File: src/sesq_pkg.sv
// ----------------------------------------------------------------------------
// SPI EEPROM sequencer package
// Shared types, command codes and the per-job result sequence tables.
// ----------------------------------------------------------------------------
`default_nettype none

package sesq_pkg;

  localparam int PAGE_BYTES = 64;
  localparam int PAGE_AW    = $clog2(PAGE_BYTES);
  localparam int JOBQ_DEPTH = 4;
  localparam int JOBQ_AW    = $clog2(JOBQ_DEPTH);

  localparam logic [15:0] POLL_LIMIT_RESET = 16'd1000;

  localparam logic [7:0] CMD_WREN  = 8'h06;
  localparam logic [7:0] CMD_WRDI  = 8'h04;
  localparam logic [7:0] CMD_RDSR  = 8'h05;
  localparam logic [7:0] CMD_WRSR  = 8'h01;
  localparam logic [7:0] CMD_READ  = 8'h03;
  localparam logic [7:0] CMD_WRITE = 8'h02;
  localparam logic [7:0] DUMMY     = 8'hFF;

  typedef enum logic [2:0] {
    OP_WRITE_REQ = 3'd0,
    OP_READ_REQ  = 3'd1,
    OP_WRSR_REQ  = 3'd2,
    OP_DATA      = 3'd3,
    OP_RX        = 3'd4
  } opcode_t;

  typedef enum logic [2:0] {
    ACT_SEL   = 3'd0,
    ACT_XFER  = 3'd1,
    ACT_DESEL = 3'd2,
    ACT_HOST  = 3'd3,
    ACT_DONE  = 3'd4
  } act_t;

  typedef enum logic [3:0] {
    PH_IDLE  = 4'b0001,
    PH_WDATA = 4'b0010,
    PH_WPOLL = 4'b0100,
    PH_RDATA = 4'b1000
  } phase_t;

  typedef enum logic [3:0] {
    JK_DONE,
    JK_WCHUNK,
    JK_RDSTART,
    JK_WRSR,
    JK_WDATA,
    JK_WDATA_END,
    JK_POLL,
    JK_FIN_NEXT,
    JK_FIN_DONE,
    JK_RHOST_MORE,
    JK_RHOST_END
  } job_kind_t;

  typedef enum logic [1:0] {
    SRC_CONST,
    SRC_DATA,
    SRC_AHI,
    SRC_ALO
  } src_t;

  typedef struct packed {
    job_kind_t   kind;
    logic [15:0] addr;
    logic [7:0]  data;
    logic        timed_out;
  } job_t;

  typedef struct packed {
    act_t       act;
    src_t       src;
    logic [7:0] cbyte;
    logic       fin;
  } step_t;

  function automatic step_t mk_step(act_t act, src_t src, logic [7:0] cbyte, logic fin);
    step_t s;
    s.act   = act;
    s.src   = src;
    s.cbyte = cbyte;
    s.fin   = fin;
    return s;
  endfunction

  function automatic step_t wchunk_step(logic [3:0] idx);
    step_t s;
    case (idx)
      4'd0: s = mk_step(ACT_SEL, SRC_CONST, 8'h00, 1'b0);
      4'd1: s = mk_step(ACT_XFER, SRC_CONST, CMD_WREN, 1'b0);
      4'd2: s = mk_step(ACT_DESEL, SRC_CONST, 8'h00, 1'b0);
      4'd3: s = mk_step(ACT_SEL, SRC_CONST, 8'h00, 1'b0);
      4'd4: s = mk_step(ACT_XFER, SRC_CONST, CMD_WRITE, 1'b0);
      4'd5: s = mk_step(ACT_XFER, SRC_AHI, 8'h00, 1'b0);
      default: s = mk_step(ACT_XFER, SRC_ALO, 8'h00, 1'b1);
    endcase
    return s;
  endfunction

  function automatic step_t fin_head_step(logic [3:0] idx);
    step_t s;
    case (idx)
      4'd1: s = mk_step(ACT_SEL, SRC_CONST, 8'h00, 1'b0);
      4'd2: s = mk_step(ACT_XFER, SRC_CONST, CMD_WRDI, 1'b0);
      default: s = mk_step(ACT_DESEL, SRC_CONST, 8'h00, 1'b0);
    endcase
    return s;
  endfunction

  function automatic step_t seq_step(job_kind_t kind, logic [3:0] idx);
    step_t s;
    s = mk_step(ACT_DONE, SRC_CONST, 8'h00, 1'b1);
    case (kind)
      JK_DONE: s = mk_step(ACT_DONE, SRC_CONST, 8'h00, 1'b1);
      JK_WCHUNK: s = wchunk_step(idx);
      JK_RDSTART: begin
        case (idx)
          4'd0: s = mk_step(ACT_SEL, SRC_CONST, 8'h00, 1'b0);
          4'd1: s = mk_step(ACT_XFER, SRC_CONST, CMD_READ, 1'b0);
          4'd2: s = mk_step(ACT_XFER, SRC_AHI, 8'h00, 1'b0);
          4'd3: s = mk_step(ACT_XFER, SRC_ALO, 8'h00, 1'b0);
          default: s = mk_step(ACT_XFER, SRC_CONST, DUMMY, 1'b1);
        endcase
      end
      JK_WRSR: begin
        case (idx)
          4'd0: s = mk_step(ACT_SEL, SRC_CONST, 8'h00, 1'b0);
          4'd1: s = mk_step(ACT_XFER, SRC_CONST, CMD_WREN, 1'b0);
          4'd2: s = mk_step(ACT_DESEL, SRC_CONST, 8'h00, 1'b0);
          4'd3: s = mk_step(ACT_SEL, SRC_CONST, 8'h00, 1'b0);
          4'd4: s = mk_step(ACT_XFER, SRC_CONST, CMD_WRSR, 1'b0);
          4'd5: s = mk_step(ACT_XFER, SRC_DATA, 8'h00, 1'b0);
          4'd6: s = mk_step(ACT_DESEL, SRC_CONST, 8'h00, 1'b0);
          4'd7: s = mk_step(ACT_SEL, SRC_CONST, 8'h00, 1'b0);
          4'd8: s = mk_step(ACT_XFER, SRC_CONST, CMD_WRDI, 1'b0);
          4'd9: s = mk_step(ACT_DESEL, SRC_CONST, 8'h00, 1'b0);
          default: s = mk_step(ACT_DONE, SRC_CONST, 8'h00, 1'b1);
        endcase
      end
      JK_WDATA: s = mk_step(ACT_XFER, SRC_DATA, 8'h00, 1'b1);
      JK_WDATA_END: begin
        case (idx)
          4'd0: s = mk_step(ACT_XFER, SRC_DATA, 8'h00, 1'b0);
          4'd1: s = mk_step(ACT_DESEL, SRC_CONST, 8'h00, 1'b0);
          4'd2: s = mk_step(ACT_SEL, SRC_CONST, 8'h00, 1'b0);
          4'd3: s = mk_step(ACT_XFER, SRC_CONST, CMD_RDSR, 1'b0);
          default: s = mk_step(ACT_XFER, SRC_CONST, DUMMY, 1'b1);
        endcase
      end
      JK_POLL: s = mk_step(ACT_XFER, SRC_CONST, DUMMY, 1'b1);
      JK_FIN_NEXT: begin
        if (idx < 4'd4) begin
          s = fin_head_step(idx);
        end else begin
          s = wchunk_step(4'(idx - 4'd4));
        end
      end
      JK_FIN_DONE: begin
        if (idx < 4'd4) begin
          s = fin_head_step(idx);
        end else begin
          s = mk_step(ACT_DONE, SRC_CONST, 8'h00, 1'b1);
        end
      end
      JK_RHOST_MORE: begin
        case (idx)
          4'd0: s = mk_step(ACT_HOST, SRC_DATA, 8'h00, 1'b0);
          default: s = mk_step(ACT_XFER, SRC_CONST, DUMMY, 1'b1);
        endcase
      end
      JK_RHOST_END: begin
        case (idx)
          4'd0: s = mk_step(ACT_HOST, SRC_DATA, 8'h00, 1'b0);
          4'd1: s = mk_step(ACT_DESEL, SRC_CONST, 8'h00, 1'b0);
          default: s = mk_step(ACT_DONE, SRC_CONST, 8'h00, 1'b1);
        endcase
      end
      default: s = mk_step(ACT_DONE, SRC_CONST, 8'h00, 1'b1);
    endcase
    return s;
  endfunction

endpackage

`default_nettype wire

File: src/sesq_front.sv
// ----------------------------------------------------------------------------
// SPI EEPROM sequencer front end
// Accepts host words, tracks the request state and classifies each word into
// a job for the back end, or drops it.
// ----------------------------------------------------------------------------
`default_nettype none

module sesq_front (
  input  wire logic            clk,
  input  wire logic            rst_n,
  input  wire logic            accept,
  input  wire logic [2:0]      opcode,
  input  wire logic [15:0]     address,
  input  wire logic [15:0]     length,
  input  wire logic [7:0]      data_byte,
  input  wire logic            cfg_we,
  input  wire logic [15:0]     cfg_data,
  output sesq_pkg::job_t       job,
  output logic                 job_valid
);

  sesq_pkg::phase_t phase_r, phase_nxt;
  logic [15:0] cur_addr_r, cur_addr_nxt;
  logic [15:0] left_total_r, left_total_nxt;
  logic [sesq_pkg::PAGE_AW-1:0] left_chunk_r, left_chunk_nxt;
  logic [15:0] poll_count_r, poll_count_nxt;
  logic        timeout_r, timeout_nxt;
  logic [15:0] poll_limit_r;

  logic [15:0] sel_addr;
  logic [15:0] sel_total;
  logic [sesq_pkg::PAGE_AW:0] room;
  logic [sesq_pkg::PAGE_AW:0] chunk;
  logic [15:0] chunk_ext;
  logic        is_idle;

  assign is_idle   = (phase_r == sesq_pkg::PH_IDLE);
  assign sel_addr  = is_idle ? address : cur_addr_r;
  assign sel_total = is_idle ? length : left_total_r;
  assign room      = (sesq_pkg::PAGE_AW+1)'(sesq_pkg::PAGE_BYTES)
                     - {1'b0, sel_addr[sesq_pkg::PAGE_AW-1:0]};
  assign chunk     = (sel_total < 16'(room)) ? sel_total[sesq_pkg::PAGE_AW:0] : room;
  assign chunk_ext = 16'(chunk);

  always_comb begin
    phase_nxt      = phase_r;
    cur_addr_nxt   = cur_addr_r;
    left_total_nxt = left_total_r;
    left_chunk_nxt = left_chunk_r;
    poll_count_nxt = poll_count_r;
    timeout_nxt    = timeout_r;
    job_valid      = 1'b0;
    job.kind       = sesq_pkg::JK_DONE;
    job.addr       = sel_addr;
    job.data       = data_byte;
    case (opcode)
      sesq_pkg::OP_WRITE_REQ: begin
        if (is_idle) begin
          job_valid    = 1'b1;
          timeout_nxt  = 1'b0;
          cur_addr_nxt = address;
          left_total_nxt = length;
          if (length != 16'd0) begin
            job.kind       = sesq_pkg::JK_WCHUNK;
            left_total_nxt = length - chunk_ext;
            cur_addr_nxt   = address + chunk_ext;
            left_chunk_nxt = sesq_pkg::PAGE_AW'(chunk - 1'b1);
            phase_nxt      = sesq_pkg::PH_WDATA;
          end
        end
      end
      sesq_pkg::OP_READ_REQ: begin
        if (is_idle) begin
          job_valid      = 1'b1;
          timeout_nxt    = 1'b0;
          cur_addr_nxt   = address;
          left_total_nxt = length;
          if (length != 16'd0) begin
            job.kind  = sesq_pkg::JK_RDSTART;
            phase_nxt = sesq_pkg::PH_RDATA;
          end
        end
      end
      sesq_pkg::OP_WRSR_REQ: begin
        if (is_idle) begin
          job_valid   = 1'b1;
          timeout_nxt = 1'b0;
          job.kind    = sesq_pkg::JK_WRSR;
        end
      end
      sesq_pkg::OP_DATA: begin
        if (phase_r == sesq_pkg::PH_WDATA) begin
          job_valid = 1'b1;
          if (left_chunk_r != '0) begin
            job.kind       = sesq_pkg::JK_WDATA;
            left_chunk_nxt = left_chunk_r - 1'b1;
          end else begin
            job.kind       = sesq_pkg::JK_WDATA_END;
            poll_count_nxt = 16'd0;
            phase_nxt      = sesq_pkg::PH_WPOLL;
          end
        end
      end
      sesq_pkg::OP_RX: begin
        if (phase_r == sesq_pkg::PH_WPOLL) begin
          job_valid = 1'b1;
          if (data_byte[0] && (poll_count_r < poll_limit_r)) begin
            job.kind       = sesq_pkg::JK_POLL;
            poll_count_nxt = poll_count_r + 16'd1;
          end else begin
            if (data_byte[0]) begin
              timeout_nxt = 1'b1;
            end
            if (left_total_r != 16'd0) begin
              job.kind       = sesq_pkg::JK_FIN_NEXT;
              left_total_nxt = left_total_r - chunk_ext;
              cur_addr_nxt   = cur_addr_r + chunk_ext;
              left_chunk_nxt = sesq_pkg::PAGE_AW'(chunk - 1'b1);
              phase_nxt      = sesq_pkg::PH_WDATA;
            end else begin
              job.kind  = sesq_pkg::JK_FIN_DONE;
              phase_nxt = sesq_pkg::PH_IDLE;
            end
          end
        end else if (phase_r == sesq_pkg::PH_RDATA) begin
          job_valid      = 1'b1;
          cur_addr_nxt   = cur_addr_r + 16'd1;
          left_total_nxt = left_total_r - 16'd1;
          if (left_total_r != 16'd1) begin
            job.kind = sesq_pkg::JK_RHOST_MORE;
          end else begin
            job.kind  = sesq_pkg::JK_RHOST_END;
            phase_nxt = sesq_pkg::PH_IDLE;
          end
        end
      end
      default: begin
        job_valid = 1'b0;
      end
    endcase
    job.timed_out = timeout_nxt;
  end

  always_ff @(posedge clk) begin
    if (!rst_n) begin
      phase_r      <= sesq_pkg::PH_IDLE;
      cur_addr_r   <= 16'd0;
      left_total_r <= 16'd0;
      left_chunk_r <= '0;
      poll_count_r <= 16'd0;
      timeout_r    <= 1'b0;
      poll_limit_r <= sesq_pkg::POLL_LIMIT_RESET;
    end else begin
      if (accept) begin
        phase_r      <= phase_nxt;
        cur_addr_r   <= cur_addr_nxt;
        left_total_r <= left_total_nxt;
        left_chunk_r <= left_chunk_nxt;
        poll_count_r <= poll_count_nxt;
        timeout_r    <= timeout_nxt;
      end
      if (cfg_we) begin
        poll_limit_r <= cfg_data;
      end
    end
  end

endmodule

`default_nettype wire

File: src/sesq_jobq.sv
// ----------------------------------------------------------------------------
// SPI EEPROM sequencer job queue
// Short first-in first-out queue that decouples the front end from the back
// end.
// ----------------------------------------------------------------------------
`default_nettype none

module sesq_jobq (
  input  wire logic           clk,
  input  wire logic           rst_n,
  input  wire logic           push,
  input  wire sesq_pkg::job_t wdata,
  input  wire logic           pop,
  output logic                full,
  output logic                empty,
  output sesq_pkg::job_t      rdata
);

  sesq_pkg::job_t mem_r [sesq_pkg::JOBQ_DEPTH];
  logic [sesq_pkg::JOBQ_AW-1:0] wr_ptr_r;
  logic [sesq_pkg::JOBQ_AW-1:0] rd_ptr_r;
  logic [sesq_pkg::JOBQ_AW:0]   count_r;

  assign full  = (count_r == (sesq_pkg::JOBQ_AW+1)'(sesq_pkg::JOBQ_DEPTH));
  assign empty = (count_r == '0);
  assign rdata = mem_r[rd_ptr_r];

  always_ff @(posedge clk) begin
    if (push) begin
      mem_r[wr_ptr_r] <= wdata;
    end
  end

  always_ff @(posedge clk) begin
    if (!rst_n) begin
      wr_ptr_r <= '0;
      rd_ptr_r <= '0;
      count_r  <= '0;
    end else begin
      if (push) begin
        wr_ptr_r <= wr_ptr_r + 1'b1;
      end
      if (pop) begin
        rd_ptr_r <= rd_ptr_r + 1'b1;
      end
      if (push && !pop) begin
        count_r <= count_r + 1'b1;
      end else if (pop && !push) begin
        count_r <= count_r - 1'b1;
      end
    end
  end

endmodule

`default_nettype wire

File: src/sesq_back.sv
// ----------------------------------------------------------------------------
// SPI EEPROM sequencer back end
// Expands each queued job into its result words, one word per cycle while the
// output is taken, into a single output register.
// ----------------------------------------------------------------------------
`default_nettype none

module sesq_back (
  input  wire logic           clk,
  input  wire logic           rst_n,
  input  wire sesq_pkg::job_t job,
  input  wire logic           job_empty,
  output logic                job_pop,
  input  wire logic           out_take,
  output logic                out_valid,
  output logic [2:0]          out_action,
  output logic [7:0]          out_spi_byte,
  output logic                out_last,
  output logic                out_timed_out
);

  sesq_pkg::step_t step;
  logic [3:0] idx_r;
  logic       valid_r, valid_nxt;
  logic [2:0] action_r;
  logic [7:0] byte_r, byte_nxt;
  logic       last_r;
  logic       timed_out_r;
  logic       advance;

  assign step    = sesq_pkg::seq_step(job.kind, idx_r);
  assign advance = !job_empty && (!valid_r || out_take);
  assign job_pop = advance && step.fin;

  always_comb begin
    case (step.src)
      sesq_pkg::SRC_DATA: byte_nxt = job.data;
      sesq_pkg::SRC_AHI:  byte_nxt = job.addr[15:8];
      sesq_pkg::SRC_ALO:  byte_nxt = job.addr[7:0];
      default:            byte_nxt = step.cbyte;
    endcase
    if (advance) begin
      valid_nxt = 1'b1;
    end else if (out_take) begin
      valid_nxt = 1'b0;
    end else begin
      valid_nxt = valid_r;
    end
  end

  always_ff @(posedge clk) begin
    if (!rst_n) begin
      valid_r <= 1'b0;
      idx_r   <= 4'd0;
    end else begin
      valid_r <= valid_nxt;
      if (advance) begin
        idx_r <= step.fin ? 4'd0 : idx_r + 4'd1;
      end
    end
  end

  always_ff @(posedge clk) begin
    if (advance) begin
      action_r    <= step.act;
      byte_r      <= byte_nxt;
      last_r      <= step.fin;
      timed_out_r <= job.timed_out;
    end
  end

  assign out_valid     = valid_r;
  assign out_action    = action_r;
  assign out_spi_byte  = byte_r;
  assign out_last      = last_r;
  assign out_timed_out = timed_out_r;

endmodule

`default_nettype wire

File: src/spi_eeprom_transaction_sequencer_core.sv
// ----------------------------------------------------------------------------
// SPI EEPROM transaction sequencer
// Turns host requests into chip-select and byte actions for an SPI EEPROM.
// ----------------------------------------------------------------------------
// The front end takes one input word per cycle while its four-entry job queue
// has room. The back end issues one result word per cycle, while results are
// popped, from a single output register; an input word yields from none, for
// an ignored word, up to eleven result words, and that result register sets
// the sustained rate. The poll limit register is written through the cfg
// channel, which is always ready.
`default_nettype none

module spi_eeprom_transaction_sequencer_core (
  input  wire logic        clk,
  input  wire logic        rst_n,
  input  wire logic        in_push,
  output logic             in_full,
  input  wire logic [2:0]  in_opcode,
  input  wire logic [15:0] in_address,
  input  wire logic [15:0] in_length,
  input  wire logic [7:0]  in_data_byte,
  output logic             out_empty,
  input  wire logic        out_pop,
  output logic [2:0]       out_action,
  output logic [7:0]       out_spi_byte,
  output logic             out_last,
  output logic             out_timed_out,
  input  wire logic        cfg_valid,
  output logic             cfg_ready,
  input  wire logic [15:0] cfg_data
);

  sesq_pkg::job_t fe_job;
  sesq_pkg::job_t q_job;
  logic fe_job_valid;
  logic accept;
  logic q_full;
  logic q_empty;
  logic q_pop;
  logic out_valid;

  assign cfg_ready = 1'b1;
  assign in_full   = q_full;
  assign accept    = in_push && !q_full;
  assign out_empty = !out_valid;

  sesq_front u_front (
    .clk       (clk),
    .rst_n     (rst_n),
    .accept    (accept),
    .opcode    (in_opcode),
    .address   (in_address),
    .length    (in_length),
    .data_byte (in_data_byte),
    .cfg_we    (cfg_valid && cfg_ready),
    .cfg_data  (cfg_data),
    .job       (fe_job),
    .job_valid (fe_job_valid)
  );

  sesq_jobq u_jobq (
    .clk   (clk),
    .rst_n (rst_n),
    .push  (accept && fe_job_valid),
    .wdata (fe_job),
    .pop   (q_pop),
    .full  (q_full),
    .empty (q_empty),
    .rdata (q_job)
  );

  sesq_back u_back (
    .clk           (clk),
    .rst_n         (rst_n),
    .job           (q_job),
    .job_empty     (q_empty),
    .job_pop       (q_pop),
    .out_take      (out_pop && out_valid),
    .out_valid     (out_valid),
    .out_action    (out_action),
    .out_spi_byte  (out_spi_byte),
    .out_last      (out_last),
    .out_timed_out (out_timed_out)
  );

endmodule

`default_nettype wire

File: config.mk
export PLATFORM = sky130hd
export DESIGN_NAME = spi_eeprom_transaction_sequencer_core
export DESIGN_NICKNAME = d
export VERILOG_FILES = /design/src/sesq_pkg.sv /design/src/sesq_front.sv /design/src/sesq_jobq.sv /design/src/sesq_back.sv /design/src/spi_eeprom_transaction_sequencer_core.sv
export SDC_FILE = /design/constraint.sdc
export NUM_CORES = 1
export LEC_CHECK = 0
export ABC_AREA = 0
export BUFFER_PORTS_ARGS = -buffer_cell sky130_fd_sc_hd__buf_2
export CORE_ASPECT_RATIO = 1.75
export CORE_MARGIN = 3
export CORE_UTILIZATION = 61
export CTS_CLUSTER_DIAMETER = 120
export DETAILED_ROUTE_END_ITERATION = 10
export GPL_TIMING_DRIVEN = 1
export PLACE_DENSITY = 0.87
export SETUP_SLACK_MARGIN = 0.3
export SYNTH_ARGS = -nofsm -noshare
export SYNTH_HDL_FRONTEND = slang
export SYNTH_SLANG_ARGS = --single-unit
File: constraint.sdc
create_clock -name clk -period 11.9 [get_ports clk]
set_input_delay 1.785 -clock clk [delete_from_list [all_inputs] [get_ports clk]]
set_output_delay 1.785 -clock clk [all_outputs]
set_load 0.01 [all_outputs]
# Word-level counts from Yosys, hierarchy flattened
# Memories as Yosys holds them, arrays and structs flattened. A register that Yosys moved wholly into a read port is not among the register bits.
# Index checks and enable logic that the tools add are counted.
# word_totals
regBits	100
ram_bits	116
romBits	128
in_bits	64
output_inout_bits	16
elab_cells	206
memories	2
# classes
addsub	16
order_cmp	3
n_eq_ne	48
mux	87
reduce_logical	34
# memory_table
memory	depth	width	rd	rd_ports_with_merged_regs	wr	line	source
(name not given)	16	8	1	1	0	sesq_pkg.sv:131	case (idx)
u_jobq.mem_r	4	29	1	1	1	sesq_jobq.sv:19	sesq_pkg::job_t mem_r [sesq_pkg::JOBQ_DEPTH];
# op_table
cell	count
2-to-1 mux 16 bit	18
one-hot mux 14 bit (10 select lines)	1
one-hot mux 13 bit (5 select lines)	2
one-hot mux 16 bit (3 select lines)	2
2-to-1 mux 4 bit	20
one-hot mux 13 bit (4 select lines)	1
one-hot mux 12 bit (4 select lines)	1
2-to-1 mux 6 bit	7
equality test 4 x 3 -> 1 bit (second input constant)	9
adder 16 x 1 -> 16 bit (second input constant)	2
adder 16 x 7 -> 16 bit	2
one-hot mux 16 bit (2 select lines)	1
nonzero test 16 bit	2
subtractor 16 x 7 -> 16 bit	2
equality test 4 x 2 -> 1 bit (second input constant)	7
2-to-1 mux 14 bit	2
one-hot mux 14 bit (2 select lines)	1
one-hot mux 13 bit (2 select lines)	1
one-hot mux 8 bit (3 select lines)	1
one-hot mux 4 bit (5 select lines)	1
inequality test 2 x 1 -> 1 bit (second input constant)	9
one-hot mux 6 bit (3 select lines)	1
equality test 4 x 1 -> 1 bit (second input constant)	4
equality test 4 bit (second input constant)	4
other kinds (43)	87

# Longest topological paths before layout
# Gate-level depths: netlist of run 1.
# logic_depth
word_depth	10
ltp_mapped	30
ltp_nobuf	25

# Hierarchy
# From an unflattened synthesis of run 1, not the netlist that was laid out.
# hier_totals
cells_unflattened	1426
area_unflattened_um2	14013.4
# modules_own_cells
mod	n_inst	cells_per_inst	area_each_um2	seq_area_each_um2
sesq_front	1	1014	7445.9	1501.4
sesq_jobq	1	194	4638.2	3663.5
sesq_back	1	212	1893.1	630.6
spi_eeprom_transaction_sequencer_core	1	6	36.3	0.0

# Least setup slack after synthesis of run 1
# No wires, ideal clock.
# synth_timing
kind	in2reg
start	input in_address[4]
end	register u_front.cur_addr_r[15]
setup_time_ns	0.126
arrival_time_ns	6.352
required_time_ns	11.774
setup_slack_ns	5.422
stages	24
path_buffers	1
path_cell_list	mux2i_1 > inv_1 > nor3_1 > xnor2_1 > ha_1 > a21o_1 > a21o_1 > a221o_1 > a21oi_4 > mux2i_1 > inv_1 > nand2_1 > inv_1 > ha_1 > a21o_1 > a21oi_1 > nand2b_1 > a21boi_0 > o21ai_0 > and3b_1 > buf_1 > and3_1 > a222oi_1 > o21ai_0
# synth_lines
item	line	source
start: declaration	spi_eeprom_transaction_sequencer_core.sv:19	input wire logic [15:0] in_address,
end signal: assignment	sesq_front.sv:156	cur_addr_r <= cur_addr_nxt;
end: declaration	sesq_front.sv:23	logic [15:0] cur_addr_r, cur_addr_nxt;

==> results.md, run 1 <==
* Total grt overflow at 0
* Critical-path cell with the highest stage delay: sky130_fd_sc_hd__buf_4
* CTS Root Cell: sky130_fd_sc_hd__clkbuf_16
* Worst rel slew slack at 26.8%
* Number of sinks driven by the clock tree at 225
* Number of cells on the worst hold path at 2
* Start point of the worst min-delay path: u_back.out_valid
* EDFF count, synth at 129
* Number of setup buffers added after CTS at 0
* Synth cell types at 81
* Antenna violations before repair at 0
* Clk Latency, worst-skew pair at 0.53 ns
* XOR/XNOR Fraction of Synth Area at 4.21%
* Reg-to-Reg Start: u_front.phase_r[2]
* Vias in the first global route at 11500
* Synth Register Bits at 225
* Max Root-Sink Buffers at 3
* Overall die area at 0.0240 mm^2
* Total net switching power at 914 uW
* Fin. max-slew vios at 0
* Number of DRC markers in iteration 0 at 1125
* Sum of buffers and inverters on the critical path at 4
* Highest achievable clock rate at 146 MHz
* I/O pin total at 80
* Area of the mapped netlist at 0.0135 mm^2
* Final hold viol count at 0
* Chip Height at 203 um
* Half-perimeter wire length after detailed placement at 25.5 mm
* Critical path arrival at 7.22 ns
* Min-Delay Path Class: register to register
* Cell types with the largest area share after synthesis: sky130_fd_sc_hd__edfxtp_1, sky130_fd_sc_hd__dfxtp_1, sky130_fd_sc_hd__ha_1
* CTS H-tree lvls at 1
* Total of fill cells in the finished design at 1693
* Kind of launch point of the worst setup path: register
* Count of buffers from port buffering at 78
* Share of power burned in registers at 36.8%
* DRC Markers at 0
* Number of routed nets with antenna violations at 0
* Area taken by flip-flops and latches at 0.00580 mm^2
* Die X-Extent at 119 um
* Logic depth of the worst path, buffers included at 25
* CTS clock-pin slew for the worst setup and hold paths at 0.07 ns
* Simple-gate area share of the yosys netlist at 17.2%
* Main combinational cell family by area after synthesis: simple AND/OR/NAND/NOR gates
* Total nets after synthesis at 1529
* Worst Setup Path Type: register to register
* Initial Utilization at 62.3%
* Prevailing post-synth register cell: sky130_fd_sc_hd__edfxtp_1
* Clock Skew at 0.0201 ns
* Shortest period the worst path allows at 6.85 ns
* All-layer global routing usage at 30.2%
* Clock tree from TritonCTS: built
* Relative area change from synthesis to final layout at 10.1%
* Area of combinational cells with multiple inputs at 0.00716 mm^2
* Gates resized, CTS repair at 0
* Biggest cell delay along the critical path at 0.51 ns
* Quantity of hold-fixing buffers added after cts at 0
* CP startpoint: u_front.phase_r[2]
* Synthesized-area fraction occupied by adder cells at 6.76%
* Internal power consumption at 1.68 mW
* Total power at 2.59 mW
* Max-cap check violation count at 0
* Routability-driven placement congestion ratio at 1.05
* Total Negative Setup Slacks at 0 ns
* Mux cell area share after synthesis at 8.52%
* RSZ-0062 raised after global routing: no
* Post-Synthesis Cells at 1395
* Clk network pwr share at 27.6%
* Maximum ir drop on the vdd rail at 0.130 mV
* Core area at 0.0217 mm^2
* Share of post-route cells with drive strength above 1 at 12.7%
* Area fraction of the dominant cell type after synthesis at 28.7%
* Wire length per cell at 21.2 um
* Critical path capture point type: register
* Length of the first detailed-routing pass in iterations at 6
* Per-cell via count in the routed design at 6.56
* Switching share of total power at 35.2%
* Status: finished, final reports clean
* Top cell family by delay on the critical path: compound AO/OA/AOI/OAI gates
* Total of warnings raised by yosys at 0
* Total number of nets in the final design at 1572
* Power per standard cell area at 174 mW/mm^2
* Largest net degree at the start of global routing at 55
* Sum of routed wire length over all layers at 37.1 mm
* Total inserted antenna cells at 0
* Compound-gate portion of the synthesized area at 16.1%
* Portion of the post-synthesis area used by sequential elements at 42.9%
* Vias after detailed routing at 11400
* Logic pwr share at 35.6%
* Reg2reg path depth at 25
* Highest fanout seen on the critical path at 37
* Data required, critical path at 12.26 ns
* Number of setup violations in the final report at 0
* Standard-cell row count at 71
* Mean area per synthesized cell at 9.69 um^2
* Pin slew with the least headroom to its limit at 1.10 ns
* Dominant cell type by area after synthesis: sky130_fd_sc_hd__edfxtp_1
* Synth async-reset ratio at 0%
* Leakage power at 5.76 nW
* Global-route wire length before repair at 58.3 mm
* Clock buffers created by TritonCTS at 22
* Final Cycle Share at 57.6%
-- tightest hold or removal path, cell delays in order, from the launching register on --
cell                      delay [ns]
sky130_fd_sc_hd__dfxtp_1        0.32
sky130_fd_sc_hd__nand2_1        0.06
sky130_fd_sc_hd__a21oi_1        0.05
-- flip-flops by register name (all words and copies together) (netlist names), 2 cells and up, named ones only --
signal,cells
u_back.idx_r,4
u_back.out_action,3
u_back.out_spi_byte,8
u_front.cur_addr_r,16
u_front.left_chunk_r,6
u_front.left_total_r,16
u_front.phase_r,4
u_front.poll_count_r,16
u_front.poll_limit_r,16
u_jobq.count_r,3
u_jobq.mem_r,116
u_jobq.rd_ptr_r,2
u_jobq.wr_ptr_r,2
-- stage by stage --
step | hold WS [ns] | std cells | utilization, % | cell area (um^2) | setup slack, ns
2_1_floorplan | 0.440 | 1395 | - | 13500 | 5.42
3_3_place_gp | 0.453 | 1706 | 65.2 | 14100 | 4.79
3_5_place_dp | 0.465 | 1706 | 65.2 | 14100 | 4.61
4_1_cts | 0.473 | 1746 | 68.6 | 14900 | 5.14
5_1_grt | 0.505 | 1746 | 68.6 | 14900 | 4.47
6_report | 0.471 | 1746 | 68.6 | 14900 | 5.05
-- final timing paths --
kind                                                to  slack [ns]
worst max-delay path            u_front.cur_addr_r[11]        5.05
worst min-delay path                  u_back.out_valid        0.47
worst max register to register  u_front.cur_addr_r[11]        5.05
worst min register to register        u_back.out_valid        0.47
-- cells in the mapped netlist (all sizes together) (17+ instances only) --
cell type,instances
nor2,141
nand2,133
edfxtp,129
dfxtp,96
o21ai,73
a21oi,72
inv,70
clkbuf,67
ha,65
mux2i,40
nand3,37
nor3,33
xor2,33
xnor2,32
mux4,31
nor2b,28
a31oi,17
and3,17
or3,17
-- cell families (layout without fill, tap and decap cells) --
logic type,count (synthesis),after routing
buffers and inverters,150,209
flip-flops,225,225
other,1,1
multiplexers,75,75
XOR/XNOR,65,65
adder cells (fa/ha/maj),70,70
AO/OA/AOI/OAI,323,323
AND/OR/NAND/NOR,486,486
-- cell type report --
class                           count  area share [%]
Sequential cell                   225            39.0
Inverter                           71            1.79
Multi-Input combinational cell   1020            48.1
Timing Repair Buffer               98            3.63
Clock buffer                       27            4.04
Tap cell                          292            2.46
Clock inverter                     13           0.959
-- placed cells by master (no fill, tap or decap), types with 32 or more instances in the layout --
cell type,instances
sky130_fd_sc_hd__a21oi_1,71
sky130_fd_sc_hd__o21ai_0,69
sky130_fd_sc_hd__ha_1,65
sky130_fd_sc_hd__nand2_1,133
sky130_fd_sc_hd__edfxtp_1,129
sky130_fd_sc_hd__inv_1,69
sky130_fd_sc_hd__buf_2,78
sky130_fd_sc_hd__mux2i_1,40
sky130_fd_sc_hd__dfxtp_1,95
sky130_fd_sc_hd__nor3_1,33
sky130_fd_sc_hd__nand3_1,37
sky130_fd_sc_hd__xor2_1,33
sky130_fd_sc_hd__nor2_1,141
sky130_fd_sc_hd__xnor2_1,32
-- power groups by stage --
stage / registers [mW] / logic [mW] / clock network, mW
after global placement: 0.967 / 0.887 / 0
after floorplan: 0.974 / 0.654 / 0
final: 0.954 / 0.924 / 0.716
after CTS: 0.953 / 0.912 / 0.722
after global routing: 0.961 / 1.01 / 0.750
after detailed placement: 0.969 / 0.901 / 0
-- per-layer routing --
layer	wire (um)	track usage (%)
met3	2400	4.01
met2	19100	55.0
met5	0	0
met4	2760	20.8
met1	12800	32.1
Note: power is estimated with default switching activity, not from simulation.
==> run 2: changes to the inputs <==
--- a/config.mk
+++ b/config.mk
@@ -9,11 +9,11 @@
 export BUFFER_PORTS_ARGS = -buffer_cell sky130_fd_sc_hd__buf_2
 export CORE_ASPECT_RATIO = 1.75
 export CORE_MARGIN = 3
-export CORE_UTILIZATION = 61
+export CORE_UTILIZATION = 56
 export CTS_CLUSTER_DIAMETER = 120
 export DETAILED_ROUTE_END_ITERATION = 10
 export GPL_TIMING_DRIVEN = 1
-export PLACE_DENSITY = 0.87
+export PLACE_DENSITY = 0.84
 export SETUP_SLACK_MARGIN = 0.3
 export SYNTH_ARGS = -nofsm -noshare
 export SYNTH_HDL_FRONTEND = slang
==> constraint.sdc (replaced) <==
create_clock -name clk -period 6.1 [get_ports clk]
set_input_delay 0.915 -clock clk [delete_from_list [all_inputs] [get_ports clk]]
set_output_delay 0.915 -clock clk [all_outputs]
set_load 0.01 [all_outputs]
==> run 2 against run 1 <==
Effect of this change: die area increased by 8.6%; utilization decreased by 4.2 points; fmax increased by 23%; clock skew increased by 0.0010 ns; critical path type unchanged; critical path depth decreased by 3; clock power increased by 94%.
==> results.md, run 2 (synthesized netlist as in run 1, its figures left out) <==
* Max Root-Sink Buffers at 3
* Worst Setup EP: u_front.left_total_r[15]
* RSZ-0062 raised after global routing: no
* Reg2reg path depth at 22
* Relative area change from synthesis to final layout at 12.2%
* DRC Markers at 0
* Initial Utilization at 57.5%
* Clk Latency, worst-skew pair at 0.51 ns
* Critical path capture point type: register
* Number of setup violations in the final report at 0
* Endpoint of the worst-slack reg-to-reg timing path: u_front.left_total_r[15]
* Minimum hold slack at 0.482 ns
* Highest achievable clock rate at 179 MHz
* Worst rel slew slack at 21.7%
* All-layer global routing usage at 29.4%
* Vias in the first global route at 11700
* Max-cap check violation count at 0
* Number of DRC markers in iteration 0 at 1177
* Total power at 5.12 mW
* Total inserted antenna cells at 0
* Shortest period the worst path allows at 5.57 ns
* Clock Skew at 0.0211 ns
* Final Cycle Share at 91.4%
* Worst slack after detailed placement at 0.194 ns
* Global-route wire length before repair at 60.1 mm
* Largest net degree at the start of global routing at 54
* Per-cell via count in the routed design at 6.54
* Highest fanout seen on the critical path at 6
* Sum of routed wire length over all layers at 38.7 mm
* Die X-Extent at 123 um
* Count of buffers from port buffering at 78
* Finished layout cell area at 0.0152 mm^2
* Clock buffers created by TritonCTS at 21
* Total Negative Setup Slacks at 0 ns
* Reg-to-Reg Start: u_front.phase_r[1]
* Register with the most flip-flops: u_jobq.mem_r
* Leakage power at 5.90 nW
* Final hold viol count at 0
* Length of the first detailed-routing pass in iterations at 7
* Quantity of hold-fixing buffers added after cts at 0
* Fin. max-slew vios at 0
* CTS clock-pin slew for the worst setup and hold paths at 0.07 ns
* Maximum ir drop on the vdd rail at 0.198 mV
* Wire length per cell at 21.7 um
* Clock tree from TritonCTS: built
* Standard-cell row count at 74
* Highest-count cells in the layout ignoring fill and taps: sky130_fd_sc_hd__nor2_1, sky130_fd_sc_hd__nand2_1, sky130_fd_sc_hd__edfxtp_1
* Worst Setup Path Type: register to register
* Min-Delay Path Class: register to register
* Number of sinks driven by the clock tree at 225
* Routability-driven placement congestion ratio at 1.05
* Half-perimeter wire length after detailed placement at 27.6 mm
* Overall die area at 0.0261 mm^2
* Core area at 0.0235 mm^2
* CP startpoint: u_front.phase_r[1]
* Total cell area at the placement stage at 0.0143 mm^2
* Pin slew with the least headroom to its limit at 1.18 ns
* Share of post-route cells with drive strength above 1 at 15.5%
* Most frequent standard cell in the layout excluding fill and tap cells: sky130_fd_sc_hd__nor2_1
* Power per standard cell area at 337 mW/mm^2
* Total grt overflow at 0
* Register-to-Register Setup Slack at 0.53 ns
* Total of fill cells in the finished design at 1874
* Antenna violations before repair at 1
* Vias after detailed routing at 11700
* I/O pin total at 80
* CTS H-tree lvls at 1
* Status: finished, final reports clean
* Total number of nets in the final design at 1597
* Flip-flop count of the largest register, all copies and words added at 116
* CTS Root Cell: sky130_fd_sc_hd__clkbuf_16
* Data required, critical path at 6.48 ns
* Kind of launch point of the worst setup path: register
* Chip Height at 211 um
* Critical path arrival at 5.96 ns
* Number of routed nets with antenna violations at 0
* Final worst slack at 0.525 ns
## run 2: changes by cell type in the layout (fill, tap and decap cells not counted), sizes merged
cell	delta
buf	+26
inv	+1
clkbuf	-2
bufinv	+1
clkinvlp	-2
## run 2: metal layers
layer / track usage, % / part of all wire, %
met1: 31.9 / 34
met2: 52.8 / 53
met3: 3.48 / 5.6
met4: 19.2 / 7.4
met5: 0 / 0.041
## run 2: how the worst min path moves through the flow
| stage | start | end | slack [ns] | depth (start not counted) |
|---|---|---|---|---|
| 2_1_floorplan | u_front.left_chunk_r[2] | u_front.left_chunk_r[2] | 0.44 | 2 |
| 3_3_place_gp | u_front.left_chunk_r[2] | u_front.left_chunk_r[2] | 0.45 | 2 |
| 3_5_place_dp | u_front.left_chunk_r[2] | u_front.left_chunk_r[2] | 0.46 | 2 |
| 4_1_cts | u_front.left_chunk_r[2] | u_front.left_chunk_r[2] | 0.47 | 2 |
| 5_1_grt | u_front.left_chunk_r[2] | u_front.left_chunk_r[2] | 0.50 | 2 |
| 6_report | u_back.out_valid | u_back.out_valid | 0.48 | 2 |
## run 2: what timing repair did
action | in CTS | in global routing
buffers inserted | 2 | 1
setup endpoints to repair | 3 | 19
pin swaps | 1 | 1
resized for setup | 0 | 25
## run 2: report_power, final
group / total, mW / internal [mW] / switching [mW]
clock: 1.39 / 0.796 / 0.596
sequential: 1.86 / 1.78 / 0.0802
combinational: 1.86 / 0.747 / 1.11
## run 2: per-stage QoR
stage | utilization [%] | std cells
after floorplan | - | 1395
after global routing | 64.5 | 1782
after CTS | 64.1 | 1781
after detailed placement | 60.9 | 1741
final | 64.5 | 1782
after global placement | 60.9 | 1741
## run 2: layout make-up
class,instances,area [um^2],share of cell area [%]
Inverter,71,267,1.76
Tap cell,304,380,2.51
Sequential cell,225,5800,38.3
Clock buffer,25,561,3.70
Timing Repair Buffer,124,739,4.88
Clock inverter,13,164,1.08
Multi-Input combinational cell,1020,7250,47.8
## run 2: critical path, cell delays in order (launching register included)
cell                       delay [ns]
sky130_fd_sc_hd__dfxtp_2         0.36
sky130_fd_sc_hd__or4b_4          0.57
sky130_fd_sc_hd__nor4_4          0.29
sky130_fd_sc_hd__a21oi_4         0.08
sky130_fd_sc_hd__nor3_4          0.20
sky130_fd_sc_hd__xnor2_2         0.16
sky130_fd_sc_hd__ha_1            0.28
sky130_fd_sc_hd__a21o_1          0.18
sky130_fd_sc_hd__a21o_1          0.18
sky130_fd_sc_hd__a221o_1         0.34
sky130_fd_sc_hd__a21oi_4         0.22
sky130_fd_sc_hd__mux2i_2         0.25
sky130_fd_sc_hd__buf_4           0.17
sky130_fd_sc_hd__ha_1            0.22
sky130_fd_sc_hd__nor2b_1         0.12
sky130_fd_sc_hd__o21ai_0         0.22
sky130_fd_sc_hd__a21boi_0        0.22
sky130_fd_sc_hd__o211ai_1        0.43
sky130_fd_sc_hd__nand2_1         0.22
sky130_fd_sc_hd__o21ai_0         0.18
sky130_fd_sc_hd__o21ai_0         0.11
sky130_fd_sc_hd__a221oi_1        0.31
sky130_fd_sc_hd__o21ai_0         0.14
